**config.mk**
```make
export PLATFORM = sky130hd
export DESIGN_NAME = counter_delta_to_nanoseconds_top
export DESIGN_NICKNAME = d
export VERILOG_FILES = /design/src/design/cdn_pkg.sv /design/src/design/cdn_div.sv /design/src/design/cdn_mul.sv /design/src/design/counter_delta_to_nanoseconds_top.sv
export SDC_FILE = /design/constraint.sdc
export NUM_CORES = 2
export LEC_CHECK = 0
export BUFFER_PORTS_ARGS = -buffer_cell sky130_fd_sc_hd__buf_2
export CAP_MARGIN = 20
export CORE_MARGIN = 5
export CORE_UTILIZATION = 37
export DETAILED_ROUTE_END_ITERATION = 6
export SLEW_MARGIN = 10
export SYNTH_ARGS = -nofsm -noshare
export SYNTH_HDL_FRONTEND = slang
export SYNTH_SLANG_ARGS = --single-unit
```
**constraint.sdc**
```tcl
create_clock -name clk -period 11.3 [get_ports clk]
set_input_delay 2.26 -clock clk [delete_from_list [all_inputs] [get_ports clk]]
set_output_delay 2.26 -clock clk [all_outputs]
set_load 0.01 [all_outputs]
```
**src/design/cdn_pkg.sv**
```systemverilog
// ----------------------------------------------------------------------------
// cdn_pkg
// Shared types and constants for the counter delta to nanoseconds converter.
// ----------------------------------------------------------------------------
package cdn_pkg;

  localparam int CountW = 64;
  localparam int FreqW  = 32;
  localparam int CmdW   = 2;
  localparam int NsW    = 30;
  localparam int ProdW  = FreqW + NsW;

  localparam logic [NsW-1:0]   NsPerSecond = 30'd1000000000;
  localparam logic [FreqW-1:0] FreqReset   = 32'd10000000;

  localparam logic [CmdW-1:0] CMD_RESTART = 2'd0;
  localparam logic [CmdW-1:0] CMD_TICK    = 2'd1;
  localparam logic [CmdW-1:0] CMD_ELAPSED = 2'd2;

  typedef struct packed {
    logic              start;
    logic [CountW-1:0] dividend;
    logic [FreqW-1:0]  divisor;
  } cdn_div_req_t;

  typedef struct packed {
    logic              done;
    logic [CountW-1:0] quotient;
    logic [FreqW-1:0]  remainder;
  } cdn_div_rsp_t;

endpackage

```
**src/design/cdn_div.sv**
```systemverilog
// ----------------------------------------------------------------------------
// cdn_div
// Radix-2 restoring divider, 64-bit dividend by 32-bit divisor, one
// quotient bit per cycle. Results hold after done until the next start.
// ----------------------------------------------------------------------------
module cdn_div
  import cdn_pkg::*;
(
  input  logic         clk,
  input  logic         rst_n,
  input  cdn_div_req_t req,
  output cdn_div_rsp_t rsp
);

  localparam int CntW = $clog2(CountW);

  logic [CountW-1:0] quo_r, quo_nxt;
  logic [FreqW-1:0]  rem_r, rem_nxt;
  logic [FreqW-1:0]  dvs_r;
  logic [CntW-1:0]   cnt_r;
  logic              busy_r;
  logic              done_r;
  logic [FreqW:0]    shifted;
  logic [FreqW:0]    diff;
  logic              fits;

  // shift in the next dividend bit, subtract when the divisor fits
  always_comb begin
    shifted = {rem_r, quo_r[CountW-1]};
    diff    = shifted - {1'b0, dvs_r};
    fits    = (shifted >= {1'b0, dvs_r});
    rem_nxt = fits ? diff[FreqW-1:0] : shifted[FreqW-1:0];
    quo_nxt = {quo_r[CountW-2:0], fits};
  end

  always_ff @(posedge clk) begin
    if (!rst_n) begin
      busy_r <= 1'b0;
      done_r <= 1'b0;
      cnt_r  <= '0;
    end else if (req.start) begin
      busy_r <= 1'b1;
      done_r <= 1'b0;
      cnt_r  <= '1;
    end else begin
      done_r <= busy_r && (cnt_r == '0);
      if (busy_r) begin
        cnt_r <= cnt_r - 1'b1;
        if (cnt_r == '0) begin
          busy_r <= 1'b0;
        end
      end
    end
  end

  always_ff @(posedge clk) begin
    if (req.start) begin
      quo_r <= req.dividend;
      rem_r <= '0;
      dvs_r <= req.divisor;
    end else if (busy_r) begin
      quo_r <= quo_nxt;
      rem_r <= rem_nxt;
    end
  end

  assign rsp.done      = done_r;
  assign rsp.quotient  = quo_r;
  assign rsp.remainder = rem_r;

endmodule

```
**src/design/cdn_mul.sv**
```systemverilog
// ----------------------------------------------------------------------------
// cdn_mul
// Registered 32 x 30 bit multiplier by the number of nanoseconds per second.
// ----------------------------------------------------------------------------
module cdn_mul
  import cdn_pkg::*;
(
  input  logic             clk,
  input  logic [FreqW-1:0] mul_a,
  output logic [ProdW-1:0] prod
);

  logic [ProdW-1:0] prod_r;

  always_ff @(posedge clk) begin
    prod_r <= {{NsW{1'b0}}, mul_a} * {{FreqW{1'b0}}, NsPerSecond};
  end

  assign prod = prod_r;

endmodule

```
**src/design/counter_delta_to_nanoseconds_top.sv**
```systemverilog
// ----------------------------------------------------------------------------
// counter_delta_to_nanoseconds_top
// Converts tick counter intervals to nanoseconds with a shared divider.
// ----------------------------------------------------------------------------
// Input channel in_*: tuser carries the command (restart, tick, elapsed),
// tdata the sampled 64-bit counter. Result channel out_*: one 64-bit word of
// nanoseconds per input word. The user writes the tick frequency through
// cfg_wr_en / cfg_wr_data only while the block is idle; the block itself does
// not enforce this.
// A tick or elapsed word runs through two passes of the radix-2 divider
// (interval by frequency, then remainder times 1e9 by frequency) with handoff,
// remainder multiply and final add. The whole-seconds multiply on the
// registered 32 x 30 multiplier runs in the shadow of the second division. A
// restart, an unused command or a zero frequency goes from accept straight to
// the done state, which gives its result.
// in_tready is high only while the sequencer is idle, so one word is in work
// at a time: the next word is taken once the last result has moved into the
// output register. The result sits there; a new word may be taken while it
// waits, and a stalled receiver holds the finished next result in the
// sequencer until the output register frees up.
// Synchronous reset clears both counts to zero, sets the frequency to
// 10000000 and drops out_tvalid.
// ----------------------------------------------------------------------------
module counter_delta_to_nanoseconds_top
  import cdn_pkg::*;
(
  input  logic              clk,
  input  logic              rst_n,
  input  logic              in_tvalid,
  output logic              in_tready,
  input  logic [CountW-1:0] in_tdata,   // counter_now
  input  logic [CmdW-1:0]   in_tuser,   // command
  output logic              out_tvalid,
  input  logic              out_tready,
  output logic [CountW-1:0] out_tdata,  // nanoseconds
  input  logic              cfg_wr_en,
  input  logic [FreqW-1:0]  cfg_wr_data // tick_frequency
);

  localparam logic [2:0] ST_IDLE     = 3'd0;
  localparam logic [2:0] ST_DIV1     = 3'd1;
  localparam logic [2:0] ST_MUL_REST = 3'd2;
  localparam logic [2:0] ST_MUL_LO   = 3'd3;
  localparam logic [2:0] ST_MUL_HI   = 3'd4;
  localparam logic [2:0] ST_ACC_HI   = 3'd5;
  localparam logic [2:0] ST_DIV2     = 3'd6;
  localparam logic [2:0] ST_DONE     = 3'd7;

  logic [2:0]        state_r, state_nxt;
  logic [FreqW-1:0]  freq_r;
  logic [CountW-1:0] start_r, start_nxt;
  logic [CountW-1:0] last_r, last_nxt;
  logic [CountW-1:0] whole_r, whole_nxt;
  logic [CountW-1:0] acc_r, acc_nxt;
  logic              out_valid_r;
  logic [CountW-1:0] out_data_r;
  logic              accept;
  logic              out_free;
  logic [CountW-1:0] delta;
  cdn_div_req_t      div_req;
  cdn_div_rsp_t      div_rsp;
  logic [FreqW-1:0]  mul_a;
  logic [ProdW-1:0]  prod;

  cdn_div u_div (
    .clk   (clk),
    .rst_n (rst_n),
    .req   (div_req),
    .rsp   (div_rsp)
  );

  cdn_mul u_mul (
    .clk   (clk),
    .mul_a (mul_a),
    .prod  (prod)
  );

  assign in_tready = (state_r == ST_IDLE);
  assign accept    = in_tvalid && in_tready;
  assign out_free  = !out_valid_r || out_tready;
  assign delta     = in_tdata - ((in_tuser == CMD_TICK) ? last_r : start_r);

  always_comb begin
    state_nxt        = state_r;
    start_nxt        = start_r;
    last_nxt         = last_r;
    whole_nxt        = whole_r;
    acc_nxt          = acc_r;
    div_req.start    = 1'b0;
    div_req.dividend = delta;
    div_req.divisor  = freq_r;
    mul_a            = div_rsp.remainder;
    unique case (state_r)
      ST_IDLE: begin
        if (accept) begin
          acc_nxt   = '0;
          state_nxt = ST_DONE;
          if (in_tuser == CMD_RESTART) begin
            start_nxt = in_tdata;
            last_nxt  = in_tdata;
          end else if (in_tuser == CMD_TICK || in_tuser == CMD_ELAPSED) begin
            if (in_tuser == CMD_TICK) begin
              last_nxt = in_tdata;
            end
            if (freq_r != '0) begin
              div_req.start = 1'b1;
              state_nxt     = ST_DIV1;
            end
          end
        end
      end
      ST_DIV1: begin
        if (div_rsp.done) begin
          whole_nxt = div_rsp.quotient;
          state_nxt = ST_MUL_REST;
        end
      end
      ST_MUL_REST: begin
        mul_a     = div_rsp.remainder;
        state_nxt = ST_MUL_LO;
      end
      ST_MUL_LO: begin
        // prod now holds remainder * 1e9, below 2^62
        div_req.start    = 1'b1;
        div_req.dividend = {{(CountW-ProdW){1'b0}}, prod};
        mul_a            = whole_r[FreqW-1:0];
        state_nxt        = ST_MUL_HI;
      end
      ST_MUL_HI: begin
        acc_nxt   = {{(CountW-ProdW){1'b0}}, prod};
        mul_a     = whole_r[CountW-1:FreqW];
        state_nxt = ST_ACC_HI;
      end
      ST_ACC_HI: begin
        // upper half of whole times 1e9 only counts in its low 32 bits
        acc_nxt   = acc_r + {prod[FreqW-1:0], {FreqW{1'b0}}};
        state_nxt = ST_DIV2;
      end
      ST_DIV2: begin
        if (div_rsp.done) begin
          acc_nxt   = acc_r + div_rsp.quotient;
          state_nxt = ST_DONE;
        end
      end
      ST_DONE: begin
        if (out_free) begin
          state_nxt = ST_IDLE;
        end
      end
    endcase
  end

  always_ff @(posedge clk) begin
    if (!rst_n) begin
      state_r     <= ST_IDLE;
      freq_r      <= FreqReset;
      start_r     <= '0;
      last_r      <= '0;
      out_valid_r <= 1'b0;
    end else begin
      state_r <= state_nxt;
      start_r <= start_nxt;
      last_r  <= last_nxt;
      if (cfg_wr_en) begin
        freq_r <= cfg_wr_data;
      end
      if (state_r == ST_DONE && out_free) begin
        out_valid_r <= 1'b1;
      end else if (out_tready) begin
        out_valid_r <= 1'b0;
      end
    end
  end

  always_ff @(posedge clk) begin
    whole_r <= whole_nxt;
    acc_r   <= acc_nxt;
    if (state_r == ST_DONE && out_free) begin
      out_data_r <= acc_r;
    end
  end

  assign out_tvalid = out_valid_r;
  assign out_tdata  = out_data_r;

endmodule

```
==> metrics <==
status=complete, no violations; reg2reg end=u_mul.prod[61]$_DFF_P_; CP Data Arrival Time=10.08 ns; # setup viols final=0; routed vias=33900; unrepaired setup endpoints after global routing=false; type of the most critical hold path=flip-flop to flip-flop; Final nets=about 5600; Yosys warning count=0; R2R setup slack=roughly 1.8 ns; area leader, netlist=edfxtp_1; row count=126; initial antenna violation count=3; count leader, synth=inv_1; Final HPWL DP=111000 µm; kind of cell adding the most delay to the critical path=adder cells; EDFF count, synth=288; Slew @ Worst Pin=1.11 ns; Mapped Cells=4692; Required @ worst endpoint=11.88 ns; clk root buf=clkbuf_16; worst r2r path cells=28; kind of critical path=flip-flop to flip-flop; Commonest cells post-synth=inv_1 (553), nand2_1 (551), ha_1 (446), fa_1 (310), a21oi_1 (307); Final Skew=0.0309 ns; hold_sp=freq_r[16]$_SDFFE_PN0P_; total track usage=0.217; Ports=169; leading post-synthesis cells by cell area=edfxtp_1 (20%), fa_1 (14%), ha_1 (13%), dfxtp_1 (12%), inv_1 (4.7%); Bufs on Longest Clock Path=3; hold_buf cts=0; CP max-delay cell=a221oi_1; crit path to=u_mul.prod[61]$_DFF_P_; Reg clk slew, reported paths=0.06 ns; initial core utilization=0.374; Avg Cell Area, Syn=9.43 µm²; CP max stage delay=0.68 ns; DRT Pass-1 Iters=6; Final Hold Viols=0; vias in the first global route=34300; final antenna-violating net count=0; TritonCTS clock tree=yes; setup TNS=0 ns; Die W=356 µm; max frequency=105 MHz; relative max-transition margin=0.258; Iter 0 DRT Violations=2631; mapped cell area=44200 µm²; Resized cells post-CTS=0; WL per Instance=approximately 22 µm; CP startpoint kind=flip-flop; Num CTS Buffers=68; Synth Register Bits=545; register area share after synthesis=0.312; Core ar.=118000 µm²; Final period util=0.840; gpl congestion=0.962; Reg2Reg Launch Point=state_r[1]$_SDFFE_PN0P_; Max-cap violations=0; critical path peak fanout=34; Port Buffer Count=168; filler cell count=11800; htree depth=3; Post-CTS Setup Bufs=0; GRT Residual Overflow=0; Clock Sinks=545; syn_nets=~5600; pin count of the biggest net entering global routing=93; share of the synthesized area in the top cell type=0.196; Crit path depth=28; # DRC=0; Layout area overhead=10.3%; Top FF cell, synth=edfxtp_1; Slew Limit Fails=0; worst path bufs/invs=5; DIE AREA=127000 µm²; first-pass GRT wire length=around 210000 µm; Post-synth ARST share=0; mean number of vias per cell=about 5.3; Die Span Y=356 µm; Total Wirelength=139000 µm; post-synth cell types=73; share of cells above drive strength 1=0.0737; Crit. End Element=flip-flop; CP startpoint=state_r[1]$_SDFFE_PN0P_; Clk Latency, worst-skew pair=between 0.6 and 0.7 ns; Final min period=9.50 ns
-- per-stage QoR --
step | cell area, µm² | setup WS (ns) | instances | utilization | hold slack (ns)
detailed placement | 46600 | 1.98 | 6287 | 0.394 | 0.448
CTS | 48800 | 1.95 | 6413 | 0.412 | 0.464
global route | 48800 | 1.32 | 6414 | 0.412 | 0.479
global placement | 46600 | 2.14 | 6287 | 0.394 | 0.446
floorplan | 44200 | 3.05 | 4692 | - | 0.430
finish | 48800 | 1.80 | 6416 | 0.412 | 0.461
-- flip-flops by register name, summed over array words and instances (netlist names) --
register	flops
whole_r	64
u_div.busy_r	1
u_div.dvs_r	32
u_div.rem_r	32
acc_r	64
u_div.cnt_r	6
start_r	64
out_tvalid	1
u_div.quo_r	64
freq_r	32
last_r	64
out_tdata	64
state_r	3
u_mul.prod	53
u_div.done_r	1
-- worst min-delay path by stage --
stage / cells after the start / endpoint / slack, ns
after floorplan: 0 / u_div.dvs_r[15]$_DFFE_PP_ / 0.43
after global placement: 0 / u_div.dvs_r[16]$_DFFE_PP_ / 0.45
after detailed placement: 0 / u_div.dvs_r[6]$_DFFE_PP_ / 0.45
after CTS: 0 / u_div.dvs_r[6]$_DFFE_PP_ / 0.46
after global routing: 0 / out_tdata[5]$_DFFE_PP_ / 0.48
final: 0 / u_div.dvs_r[16]$_DFFE_PP_ / 0.46
-- per-layer routing --
layer  vias to the layer above  part of all wire  track usage
met4                         2             0.027       0.0574
met2                       969              0.45        0.346
met5                         -          0.000050            0
met1                     16400              0.45        0.306
li1                      16300                 -            -
met3                       166             0.070       0.0374
-- kinds of logic (layout without fill, tap and decap cells) --
| group | after synthesis | in the layout | share of synthesized area |
|---|---|---|---|
| AOI/OAI and AO/OA | 1190 | 1190 | 0.173 |
| and+or+nand+nor | 1089 | 1089 | 0.111 |
| buffers and inverters | 764 | 886 | 0.0650 |
| adders and majority gates | 756 | 756 | 0.266 |
| DFF | 545 | 545 | 0.312 |
| xor gates and xnor gates | 225 | 225 | 0.0446 |
| muxes | 123 | 123 | 0.0279 |
| other | 0 | 2 | 0 |
-- final cells by class --
class	count	area [µm²]	share of cell area
multi-input cells	3383	27600	0.566
flip-flops and latches	545	13800	0.283
inverters	554	2080	0.0426
well taps	1600	2000	0.0410
clock buffers	88	1850	0.0379
repair buffers	206	1140	0.0234
clock inverters	38	283	0.00580
diodes	2	5.00	0.000103
-- cells in the final DEF (no fill, tap or decap), types with 12 or more instances in the layout --
| master | netlist | layout |
|---|---|---|
| a21o_1 | 167 | 167 |
| o31ai_1 | 24 | 24 |
| xor2_1 | 88 | 88 |
| nand4_1 | 55 | 55 |
| a221oi_1 | 12 | 12 |
| clkbuf_1 | 185 | 14 |
| inv_1 | 553 | 553 |
| o211ai_1 | 13 | 13 |
| clkbuf_16 | 0 | 69 |
| xnor2_1 | 137 | 137 |
| a31oi_1 | 37 | 37 |
| a21oi_1 | 307 | 307 |
| a22oi_1 | 39 | 39 |
| and2_1 | 16 | 14 |
| o21bai_1 | 36 | 36 |
| nand3_1 | 61 | 59 |
| o21a_1 | 34 | 34 |
| ha_1 | 446 | 445 |
| or3_1 | 13 | 12 |
| nand2_1 | 551 | 549 |
| a211oi_1 | 31 | 31 |
| buf_4 | 0 | 38 |
| clkinv_2 | 0 | 14 |
| mux2i_1 | 121 | 121 |
| nand2b_1 | 31 | 31 |
| fa_1 | 310 | 310 |
| nor2_1 | 173 | 169 |
| a21boi_0 | 146 | 146 |
| dfxtp_1 | 257 | 256 |
| nor4_1 | 20 | 20 |
| nor2b_1 | 53 | 53 |
| edfxtp_1 | 288 | 288 |
| and3_1 | 38 | 37 |
| nor3_1 | 47 | 46 |
| o21ai_0 | 240 | 240 |
| buf_2 | 6 | 167 |
Power is not shown: default switching activity piles up to over one toggle a cycle in this logic, so the estimate is an artifact.
